**config.mk**
```make
export PLATFORM = sky130hd
export DESIGN_NAME = base32_to_base64_transcoder_core
export DESIGN_NICKNAME = d
export VERILOG_FILES = /design/src/hw/rtl/b32b64_pkg.sv /design/src/hw/rtl/base32_to_base64_transcoder_core.sv /design/src/hw/rtl/b32b64_front.sv /design/src/hw/rtl/b32b64_queue.sv /design/src/hw/rtl/b32b64_back.sv
export SDC_FILE = /design/constraint.sdc
export NUM_CORES = 1
export LEC_CHECK = 0
export ABC_AREA = 0
export BUFFER_PORTS_ARGS = -buffer_cell sky130_fd_sc_hd__buf_2
export CAP_MARGIN = 15
export CORE_UTILIZATION = 60
export DETAILED_ROUTE_END_ITERATION = 8
export GPL_TIMING_DRIVEN = 0
export PLACE_DENSITY = 0.77
export SKIP_CTS_REPAIR_TIMING = 1
export SYNTH_ARGS = -nofsm -noshare
export SYNTH_HDL_FRONTEND = slang
export SYNTH_SLANG_ARGS = --single-unit
```
**constraint.sdc**
```tcl
create_clock -name clk -period 6.55 [get_ports clk]
set_input_delay 0.3275 -clock clk [delete_from_list [all_inputs] [get_ports clk]]
set_output_delay 0.3275 -clock clk [all_outputs]
set_load 0.005 [all_outputs]
```
**src/hw/rtl/b32b64_pkg.sv**
```systemverilog
// ----------------------------------------------------------------------------
// b32b64_pkg
// shared types, character codes and lookup functions for the base32 to
// base64 transcoder
// ----------------------------------------------------------------------------
`timescale 1ns / 1ps

package b32b64_pkg;

    // default number of quantum entries between front and back
    localparam int DEF_QUEUE_DEPTH = 4;

    localparam int QUANTUM_W = 40;
    localparam int NBYTES_W  = 3;

    // ascii codes
    localparam logic [7:0] CH_UPPER_A = 8'h41;
    localparam logic [7:0] CH_UPPER_Z = 8'h5A;
    localparam logic [7:0] CH_LOWER_A = 8'h61;
    localparam logic [7:0] CH_DIGIT_0 = 8'h30;
    localparam logic [7:0] CH_DIGIT_2 = 8'h32;
    localparam logic [7:0] CH_DIGIT_7 = 8'h37;
    localparam logic [7:0] CH_PLUS    = 8'h2B;
    localparam logic [7:0] CH_SLASH   = 8'h2F;
    localparam logic [7:0] CH_EQUALS  = 8'h3D;

    typedef struct packed {
        logic [7:0] in_char;
        logic       in_last;
    } in_item_t;

    typedef struct packed {
        logic [7:0] out_char;
        logic       out_last;
    } out_item_t;

    // one finished 40-bit quantum and how many of its bytes count
    typedef struct packed {
        logic [QUANTUM_W-1:0] bits;
        logic [NBYTES_W-1:0]  nbytes;
        logic                 last;
    } quantum_t;

    typedef enum logic [0:0] {
        BK_BYTES,
        BK_EMIT
    } back_state_t;

    // pad count of a quantum to number of valid bytes
    function automatic logic [NBYTES_W-1:0] keep_bytes(input logic [3:0] pads);
        logic [NBYTES_W-1:0] nb;
        unique case (pads)
            4'd6:    nb = 3'd1;
            4'd4:    nb = 3'd2;
            4'd3:    nb = 3'd3;
            4'd1:    nb = 3'd4;
            default: nb = 3'd5;
        endcase
        return nb;
    endfunction

    // six-bit value to base64 alphabet
    function automatic logic [7:0] b64_char(input logic [5:0] v);
        logic [7:0] w;
        logic [7:0] ch;
        w = {2'b00, v};
        if (v < 6'd26)
            ch = CH_UPPER_A + w;
        else if (v < 6'd52)
            ch = CH_LOWER_A + (w - 8'd26);
        else if (v < 6'd62)
            ch = CH_DIGIT_0 + (w - 8'd52);
        else if (v == 6'd62)
            ch = CH_PLUS;
        else
            ch = CH_SLASH;
        return ch;
    endfunction

endpackage

```
**src/hw/rtl/base32_to_base64_transcoder_core.sv**
```systemverilog
// ----------------------------------------------------------------------------
// base32_to_base64_transcoder_core
// the back end puts out one base64 character per cycle while a group drains
// and the receiver does not stall; between groups it moves the bytes of each
// quantum into the carry one at a time and emits no new character;
// the front end takes one base32 character per cycle until the queue fills
// reset: asynchronous active low, clears quantum, carry and queue state
// ----------------------------------------------------------------------------
`timescale 1ns / 1ps

module base32_to_base64_transcoder_core
    import b32b64_pkg::*;
#(
    parameter int QUEUE_DEPTH = DEF_QUEUE_DEPTH
)
(
    input  logic      clk,
    input  logic      rst_n,
    // base32 character transfers
    input  logic      b32_valid,
    output logic      b32_stall,
    input  in_item_t  b32_data,
    // base64 character transfers
    output logic      b64_valid,
    input  logic      b64_stall,
    output out_item_t b64_data
);

    // front to queue
    logic     q_push;
    quantum_t q_wdata;
    logic     q_full;
    // queue to back
    logic     q_valid;
    quantum_t q_rdata;
    logic     q_pop;

    // front: decode each character, shift it into the quantum, and hand a
    // finished quantum (eight characters or end of message) to the queue
    // with its valid byte count already worked out from the pad count
    b32b64_front u_front (
        .clk       (clk),
        .rst_n     (rst_n),
        .b32_valid (b32_valid),
        .b32_stall (b32_stall),
        .b32_data  (b32_data),
        .q_full    (q_full),
        .q_push    (q_push),
        .q_wdata   (q_wdata)
    );

    // queue: decouples the front, which takes a character at a time, from the
    // back, which works through each quantum byte by byte and group by group
    b32b64_queue #(
        .DEPTH (QUEUE_DEPTH)
    ) u_queue (
        .clk   (clk),
        .rst_n (rst_n),
        .push  (q_push),
        .wdata (q_wdata),
        .full  (q_full),
        .valid (q_valid),
        .rdata (q_rdata),
        .pop   (q_pop)
    );

    // back: one byte a cycle into the carry while a quantum waits and no group
    // drains; every third byte (or the end of the message) loads a 24-bit group
    // that drains as four characters through the output register
    b32b64_back u_back (
        .clk       (clk),
        .rst_n     (rst_n),
        .q_valid   (q_valid),
        .q_rdata   (q_rdata),
        .q_pop     (q_pop),
        .b64_valid (b64_valid),
        .b64_stall (b64_stall),
        .b64_data  (b64_data)
    );

`ifndef SYNTHESIS
    // every quantum keeps between one and five bytes
    a_nbytes_range: assert property (@(posedge clk) disable iff (!rst_n)
        q_push |-> (q_wdata.nbytes >= 3'd1 && q_wdata.nbytes <= 3'd5))
        else $error("quantum byte count out of range");

    // the back end never pops an empty queue
    a_pop_nonempty: assert property (@(posedge clk) disable iff (!rst_n)
        q_pop |-> q_valid)
        else $error("pop from empty quantum queue");

    // the final character of a message always closes a quantum
    a_last_closes: assert property (@(posedge clk) disable iff (!rst_n)
        (b32_valid && !b32_stall && b32_data.in_last) |-> q_push)
        else $error("final character did not close a quantum");
`endif

endmodule

```
**src/hw/rtl/b32b64_front.sv**
```systemverilog
// ----------------------------------------------------------------------------
// b32b64_front
// decodes base32 characters and packs them into 40-bit quanta
// ----------------------------------------------------------------------------
`timescale 1ns / 1ps

module b32b64_front
    import b32b64_pkg::*;
(
    input  logic     clk,
    input  logic     rst_n,
    input  logic     b32_valid,
    output logic     b32_stall,
    input  in_item_t b32_data,
    input  logic     q_full,
    output logic     q_push,
    output quantum_t q_wdata
);

    logic [QUANTUM_W-1:0] bits_reg,  bits_next;
    logic [2:0]           chars_reg, chars_next;
    logic [3:0]           pads_reg,  pads_next;

    logic                 accept;
    logic                 is_letter;
    logic                 is_digit;
    logic [4:0]           val;
    logic [QUANTUM_W-1:0] bits_new;
    logic [3:0]           chars_new;
    logic [3:0]           pads_new;
    logic [3:0]           fill;
    logic [5:0]           shamt;
    logic                 done;

    assign b32_stall = q_full;
    assign accept    = b32_valid && !q_full;

    always_comb
    begin
        is_letter = (b32_data.in_char >= CH_UPPER_A) && (b32_data.in_char <= CH_UPPER_Z);
        is_digit  = (b32_data.in_char >= CH_DIGIT_2) && (b32_data.in_char <= CH_DIGIT_7);
        priority if (is_letter)
            val = 5'(b32_data.in_char - CH_UPPER_A);
        else if (is_digit)
            val = 5'(b32_data.in_char - CH_DIGIT_2 + 8'd26);
        else
            val = 5'd0;

        bits_new  = {bits_reg[QUANTUM_W-6:0], val};
        chars_new = {1'b0, chars_reg} + 4'd1;
        pads_new  = pads_reg + {3'b000, !(is_letter || is_digit)};
        done      = (chars_new == 4'd8) || b32_data.in_last;

        // missing characters of a short quantum count as pads
        fill  = 4'd8 - chars_new;
        shamt = {fill, 2'b00} + {2'b00, fill};

        q_push         = accept && done;
        q_wdata.bits   = bits_new << shamt;
        q_wdata.nbytes = keep_bytes(pads_new + fill);
        q_wdata.last   = b32_data.in_last;

        bits_next  = bits_reg;
        chars_next = chars_reg;
        pads_next  = pads_reg;
        if (accept)
        begin
            if (done)
            begin
                bits_next  = '0;
                chars_next = '0;
                pads_next  = '0;
            end
            else
            begin
                bits_next  = bits_new;
                chars_next = chars_new[2:0];
                pads_next  = pads_new;
            end
        end
    end

    always_ff @(posedge clk or negedge rst_n)
    begin
        if (!rst_n)
        begin
            bits_reg  <= '0;
            chars_reg <= '0;
            pads_reg  <= '0;
        end
        else
        begin
            bits_reg  <= bits_next;
            chars_reg <= chars_next;
            pads_reg  <= pads_next;
        end
    end

endmodule

```
**src/hw/rtl/b32b64_queue.sv**
```systemverilog
// ----------------------------------------------------------------------------
// b32b64_queue
// small register fifo of finished quanta between front and back
// ----------------------------------------------------------------------------
`timescale 1ns / 1ps

module b32b64_queue
    import b32b64_pkg::*;
#(
    parameter int DEPTH = DEF_QUEUE_DEPTH
)
(
    input  logic     clk,
    input  logic     rst_n,
    input  logic     push,
    input  quantum_t wdata,
    output logic     full,
    output logic     valid,
    output quantum_t rdata,
    input  logic     pop
);

    localparam int PTR_W = (DEPTH > 1) ? $clog2(DEPTH) : 1;
    localparam int CNT_W = $clog2(DEPTH + 1);

    quantum_t           entry_reg [DEPTH];
    logic [PTR_W-1:0]   wr_ptr_reg, wr_ptr_next;
    logic [PTR_W-1:0]   rd_ptr_reg, rd_ptr_next;
    logic [CNT_W-1:0]   count_reg,  count_next;

    assign full  = (count_reg == CNT_W'(DEPTH));
    assign valid = (count_reg != '0);
    assign rdata = entry_reg[rd_ptr_reg];

    always_comb
    begin
        wr_ptr_next = wr_ptr_reg;
        rd_ptr_next = rd_ptr_reg;
        count_next  = count_reg;
        if (push)
            wr_ptr_next = (wr_ptr_reg == PTR_W'(DEPTH - 1)) ? '0 : wr_ptr_reg + 1'b1;
        if (pop)
            rd_ptr_next = (rd_ptr_reg == PTR_W'(DEPTH - 1)) ? '0 : rd_ptr_reg + 1'b1;
        if (push && !pop)
            count_next = count_reg + 1'b1;
        else if (pop && !push)
            count_next = count_reg - 1'b1;
    end

    always_ff @(posedge clk or negedge rst_n)
    begin
        if (!rst_n)
        begin
            wr_ptr_reg <= '0;
            rd_ptr_reg <= '0;
            count_reg  <= '0;
        end
        else
        begin
            wr_ptr_reg <= wr_ptr_next;
            rd_ptr_reg <= rd_ptr_next;
            count_reg  <= count_next;
        end
    end

    always_ff @(posedge clk)
    begin
        if (push)
            entry_reg[wr_ptr_reg] <= wdata;
    end

endmodule

```
**src/hw/rtl/b32b64_back.sv**
```systemverilog
// ----------------------------------------------------------------------------
// b32b64_back
// walks the bytes of each quantum, groups them in threes and emits base64
// characters through an output register
// ----------------------------------------------------------------------------
`timescale 1ns / 1ps

module b32b64_back
    import b32b64_pkg::*;
(
    input  logic      clk,
    input  logic      rst_n,
    input  logic      q_valid,
    input  quantum_t  q_rdata,
    output logic      q_pop,
    output logic      b64_valid,
    input  logic      b64_stall,
    output out_item_t b64_data
);

    back_state_t      state_reg, state_next;
    logic [2:0]       byte_idx_reg, byte_idx_next;
    logic [15:0]      carry_bytes_reg, carry_bytes_next;
    logic [1:0]       carry_count_reg, carry_count_next;
    logic [23:0]      grp_reg, grp_next;
    logic [1:0]       slot_reg, slot_next;
    logic [2:0]       data_slots_reg, data_slots_next;
    logic             grp_last_reg, grp_last_next;
    logic             out_valid_reg, out_valid_next;
    out_item_t        out_item_reg, out_item_next;

    logic [7:0]       cur_byte;
    logic             final_byte;
    logic             grp_load;
    logic             out_ready;
    logic             emit_fire;
    logic [5:0]       slot_val;
    logic [1:0]       cnt_new;

    assign out_ready = !out_valid_reg || !b64_stall;
    assign emit_fire = (state_reg == BK_EMIT) && out_ready;
    assign b64_valid = out_valid_reg;
    assign b64_data  = out_item_reg;

    // byte and slot decode
    always_comb
    begin
        unique case (byte_idx_reg)
            3'd0:    cur_byte = q_rdata.bits[39:32];
            3'd1:    cur_byte = q_rdata.bits[31:24];
            3'd2:    cur_byte = q_rdata.bits[23:16];
            3'd3:    cur_byte = q_rdata.bits[15:8];
            default: cur_byte = q_rdata.bits[7:0];
        endcase
        final_byte = (byte_idx_reg == q_rdata.nbytes - 3'd1);
        grp_load   = (carry_count_reg == 2'd2) || (q_rdata.last && final_byte);
        cnt_new    = carry_count_reg + 2'd1;

        unique case (slot_reg)
            2'd0: slot_val = grp_reg[23:18];
            2'd1: slot_val = grp_reg[17:12];
            2'd2: slot_val = grp_reg[11:6];
            2'd3: slot_val = grp_reg[5:0];
        endcase
    end

    // next state
    always_comb
    begin
        state_next = state_reg;
        unique case (state_reg)
            BK_BYTES:
            begin
                if (q_valid && grp_load)
                    state_next = BK_EMIT;
            end
            BK_EMIT:
            begin
                if (out_ready && (slot_reg == 2'd3))
                    state_next = BK_BYTES;
            end
        endcase
    end

    // datapath and outputs
    always_comb
    begin
        q_pop            = 1'b0;
        byte_idx_next    = byte_idx_reg;
        carry_bytes_next = carry_bytes_reg;
        carry_count_next = carry_count_reg;
        grp_next         = grp_reg;
        slot_next        = slot_reg;
        data_slots_next  = data_slots_reg;
        grp_last_next    = grp_last_reg;
        out_item_next    = out_item_reg;
        out_valid_next   = b64_stall ? out_valid_reg : 1'b0;

        unique case (state_reg)
            BK_BYTES:
            begin
                if (q_valid)
                begin
                    q_pop         = final_byte;
                    byte_idx_next = final_byte ? 3'd0 : byte_idx_reg + 3'd1;
                    if (carry_count_reg == 2'd2)
                    begin
                        // full group of three bytes
                        grp_next         = {carry_bytes_reg, cur_byte};
                        data_slots_next  = 3'd4;
                        grp_last_next    = q_rdata.last && final_byte;
                        carry_bytes_next = '0;
                        carry_count_next = '0;
                        slot_next        = '0;
                    end
                    else if (q_rdata.last && final_byte)
                    begin
                        // short final group, zero filled
                        if (cnt_new == 2'd1)
                            grp_next = {cur_byte, 16'h0000};
                        else
                            grp_next = {carry_bytes_reg[7:0], cur_byte, 8'h00};
                        data_slots_next  = {1'b0, cnt_new} + 3'd1;
                        grp_last_next    = 1'b1;
                        carry_bytes_next = '0;
                        carry_count_next = '0;
                        slot_next        = '0;
                    end
                    else
                    begin
                        carry_bytes_next = {carry_bytes_reg[7:0], cur_byte};
                        carry_count_next = cnt_new;
                    end
                end
            end
            BK_EMIT:
            begin
                if (out_ready)
                begin
                    out_valid_next = 1'b1;
                    if ({1'b0, slot_reg} < data_slots_reg)
                        out_item_next.out_char = b64_char(slot_val);
                    else
                        out_item_next.out_char = CH_EQUALS;
                    out_item_next.out_last = grp_last_reg && (slot_reg == 2'd3);
                    slot_next              = slot_reg + 2'd1;
                end
            end
        endcase
    end

    always_ff @(posedge clk or negedge rst_n)
    begin
        if (!rst_n)
        begin
            state_reg       <= BK_BYTES;
            byte_idx_reg    <= '0;
            carry_bytes_reg <= '0;
            carry_count_reg <= '0;
            slot_reg        <= '0;
            data_slots_reg  <= '0;
            grp_last_reg    <= 1'b0;
            out_valid_reg   <= 1'b0;
        end
        else
        begin
            state_reg       <= state_next;
            byte_idx_reg    <= byte_idx_next;
            carry_bytes_reg <= carry_bytes_next;
            carry_count_reg <= carry_count_next;
            slot_reg        <= slot_next;
            data_slots_reg  <= data_slots_next;
            grp_last_reg    <= grp_last_next;
            out_valid_reg   <= out_valid_next;
        end
    end

    always_ff @(posedge clk)
    begin
        grp_reg      <= grp_next;
        out_item_reg <= out_item_next;
    end

endmodule

```
==> results.py <==
metrics = {
    "clocking": {
        "cts_tree": "built",
        "htree_levels": 1,
        "clk_pin_slew_ns": 0.06,
        "clock_latency_ns": 0.55,
        "cts_root_buf": "clkbuf_16",
        "cts.sinks": 287,
        "clock_path_buffers": 3,
        "cts_buffers": 30,
    },
    "finish": {
        "largest_reg_flops": 176,
        "n_antenna_cell": 0,
        "layout-drive-gt1-share": 0.161,
        "syn2layout_area_growth_pct": 10.8,
        "nets": 1286,
        "stdcell_area_mm2": 0.0166,
    },
    "floorplanning": {
        "die_h_um": 160,
        "die-area_mm2": 0.0255,
        "fp.dieW_um": 160,
        "row_count": 57,
        "core-area_mm2": 0.0244,
        "io_pins": 24,
        "initial_utilization": 0.613,
    },
    "detailed_routing": {
        "drtIter0Drc": 1170,
        "drt_pass1_iterations": 7,
        "ant_nets": 0,
        "finalWirelength_mm": 36.4,
        "drc": 0,
        "via_count": 10400,
        "wire_per_inst_um": 23.1,
        "avgViaCountPerCell": 6.56,
    },
    "sta": {
        "drv_slew": 0,
        "fmaxAchievable_ghz": 0.187,
        "grt_setup_unrepaired": "false",
        "worst_pin_slew_ns": 0.869,
        "fin_crit_ns": 5.36,
        "setup_viol": 0,
        "fin_crit_sh": 0.818,
        "finalSetupTns_ns": 0,
        "finalHoldViolCount": 0,
        "slew_headroom": 0.416,
        "fin_skew_ns": 0.0116,
    },
    "yosys": {
        "yosysWarnings": 0,
        "synth_edf_count": 209,
        "post-synth-top-count-cell": "edfxtp_1",
        "synth.distinct_cells": 75,
        "synth_top_area_share": 0.420,
        "ys_seq_elements": 287,
        "syn_avg_cell_area_um2": 12.8,
        "synth_area_mm2": 0.0149,
        "synth.area.top_cells": "edfxtp_1 (42%), dfrtp_1 (13%), mux4_2 (12%)",
        "yosysTopAreaCell": "edfxtp_1",
        "synth_common_cells": "edfxtp_1 (209), nand2_1 (109), nor2_1 (95), mux4_2 (82), dfrtp_1 (78)",
        "synthCells": 1168,
        "synth-main-ff-cell": "edfxtp_1",
        "synth_seq_area_share": 0.551,
        "async_flop_share": 0.272,
        "synth_nets": 1225,
    },
    "setup_path": {
        "critPathLaunchType": "register",
        "rr_worst_depth": 15,
        "crit_family": "buffers and inverters",
        "critPathBufInv": 7,
        "rr_endpoint": "u_queue.entry_reg[0][33]",
        "worst_r2r_startpoint": "u_front.chars_reg[1]",
        "path_cells": "ha_1 > clkbuf_1 > clkbuf_1 > clkbuf_1 > o21ai_0 > nand2_1 > inv_1 > fa_1 > clkbuf_1 > clkbuf_1 > clkbuf_1 > nor2_1 > a21oi_1 > nor2_1 > a211oi_1",
        "cp_common_cell": "clkbuf_1",
        "r2r_setup_slack_ns": 1.19,
        "cp_data_arrival_time_ns": 5.61,
        "setup.worst_path.end_class": "register",
        "crit_fanout": 10,
        "crit_path_max_incr_delay_ns": 0.63,
        "critical-path-slowest-cell": "a211oi_1",
        "criticalPathCategory": "register to register",
        "cp.required_ns": 6.80,
    },
    "grt": {
        "grt_pass1_vias": 10100,
        "grt_max_degree": 43,
        "grt_pass1_wl_mm": 57.0,
        "antenna_found_initial": 0,
        "gr-usage-all-layers": 0.288,
        "globalRouteOverflowTotal": 0,
    },
    "place": {
        "dp_hpwl_mm": 25.9,
        "gp_congestion": 0.977,
        "place.port_buffers": 22,
        "placed_cell_area_mm2": 0.0156,
    },
    "hold_path": {
        "min_path_cells": 2,
        "min-delay-start": "b32_data[0]",
        "hold_path_class": "input pin to register",
        "holdPathEnd": "u_front.chars_reg[2]",
    },
    "outcome": {
        "status": "finished clean",
    },
    "job": {
        "cap_viol_max_count": 0,
    },
}
placed cells by master (no fill, tap or decap), types with 7 or more instances in the layout:
| master | count |
|---|---|
| a22o_1 | 49 |
| ha_1 | 41 |
| inv_1 | 34 |
| nor3_1 | 17 |
| o22ai_1 | 16 |
| o211ai_1 | 8 |
| a211oi_1 | 11 |
| mux4_2 | 82 |
| nor2_1 | 94 |
| and2_1 | 10 |
| a21oi_1 | 44 |
| dfrtp_1 | 78 |
| nor2b_1 | 8 |
| clkbuf_1 | 65 |
| xnor2_1 | 16 |
| clkbuf_16 | 30 |
| buf_2 | 35 |
| xor2_1 | 11 |
| nand2b_1 | 8 |
| a31oi_1 | 10 |
| nand2_1 | 109 |
| buf_1 | 7 |
| nand3_1 | 36 |
| o31ai_1 | 10 |
| edfxtp_1 | 209 |
| a22oi_1 | 11 |
| or3_1 | 9 |
| o21ai_0 | 48 |
| mux2i_1 | 23 |
stage by stage:
stage / std cells / worst slack (ns) / util / hold slack, ns
2_1_floorplan: 1168 / 2.56 / - / 0.0319
3_3_place_gp: 1514 / 1.38 / 0.634 / 0.453
3_5_place_dp: 1520 / 1.25 / 0.639 / 0.329
4_1_cts: 1576 / 1.24 / 0.679 / -0.255
5_1_grt: 1577 / 0.838 / 0.679 / 0.0591
6_report: 1577 / 1.19 / 0.679 / 0.0612
area by class of cell:
cell class | instances | area (um2)
Buffer | 81 | 330
Clock buffer | 44 | 855
Clock inverter | 12 | 111
Fill cell | 1764 | 7830
Inverter | 36 | 135
Multi-Input combinational cell | 764 | 6260
Sequential cell | 287 | 8230
Tap cell | 324 | 405
Timing Repair Buffer | 29 | 238
logic make-up after synthesis:
group	share of synthesized area
DFF	0.551
and+or+nand+nor	0.101
AOI/OAI and AO/OA	0.121
muxes	0.142
adders and majority gates	0.0383
xor gates and xnor gates	0.0158
buffers and inverters	0.0311
layer usage:
metal  GRT usage  vias up  share of wire
met4      0.0974        0          0.031
met5           0        -              0
met3      0.0395       76          0.068
met1       0.398     5147           0.41
met2       0.477      500           0.49
li1            -     4629              -
worst max-delay path by stage:
stage	from	end	slack (ns)	depth (start not counted)
2_1_floorplan	u_queue.rd_ptr_reg[0]	u_back.grp_reg[0]	2.56	11
3_3_place_gp	u_front.chars_reg[1]	u_queue.entry_reg[0][33]	1.38	15
3_5_place_dp	u_front.chars_reg[1]	u_queue.entry_reg[2][33]	1.25	15
4_1_cts	u_front.chars_reg[1]	u_queue.entry_reg[0][33]	1.24	15
5_1_grt	u_front.chars_reg[1]	u_queue.entry_reg[2][33]	0.84	15
6_report	u_front.chars_reg[1]	u_queue.entry_reg[0][33]	1.19	15
Power is not shown: default switching activity piles up to over one toggle a cycle in this logic, so the estimate is an artifact.
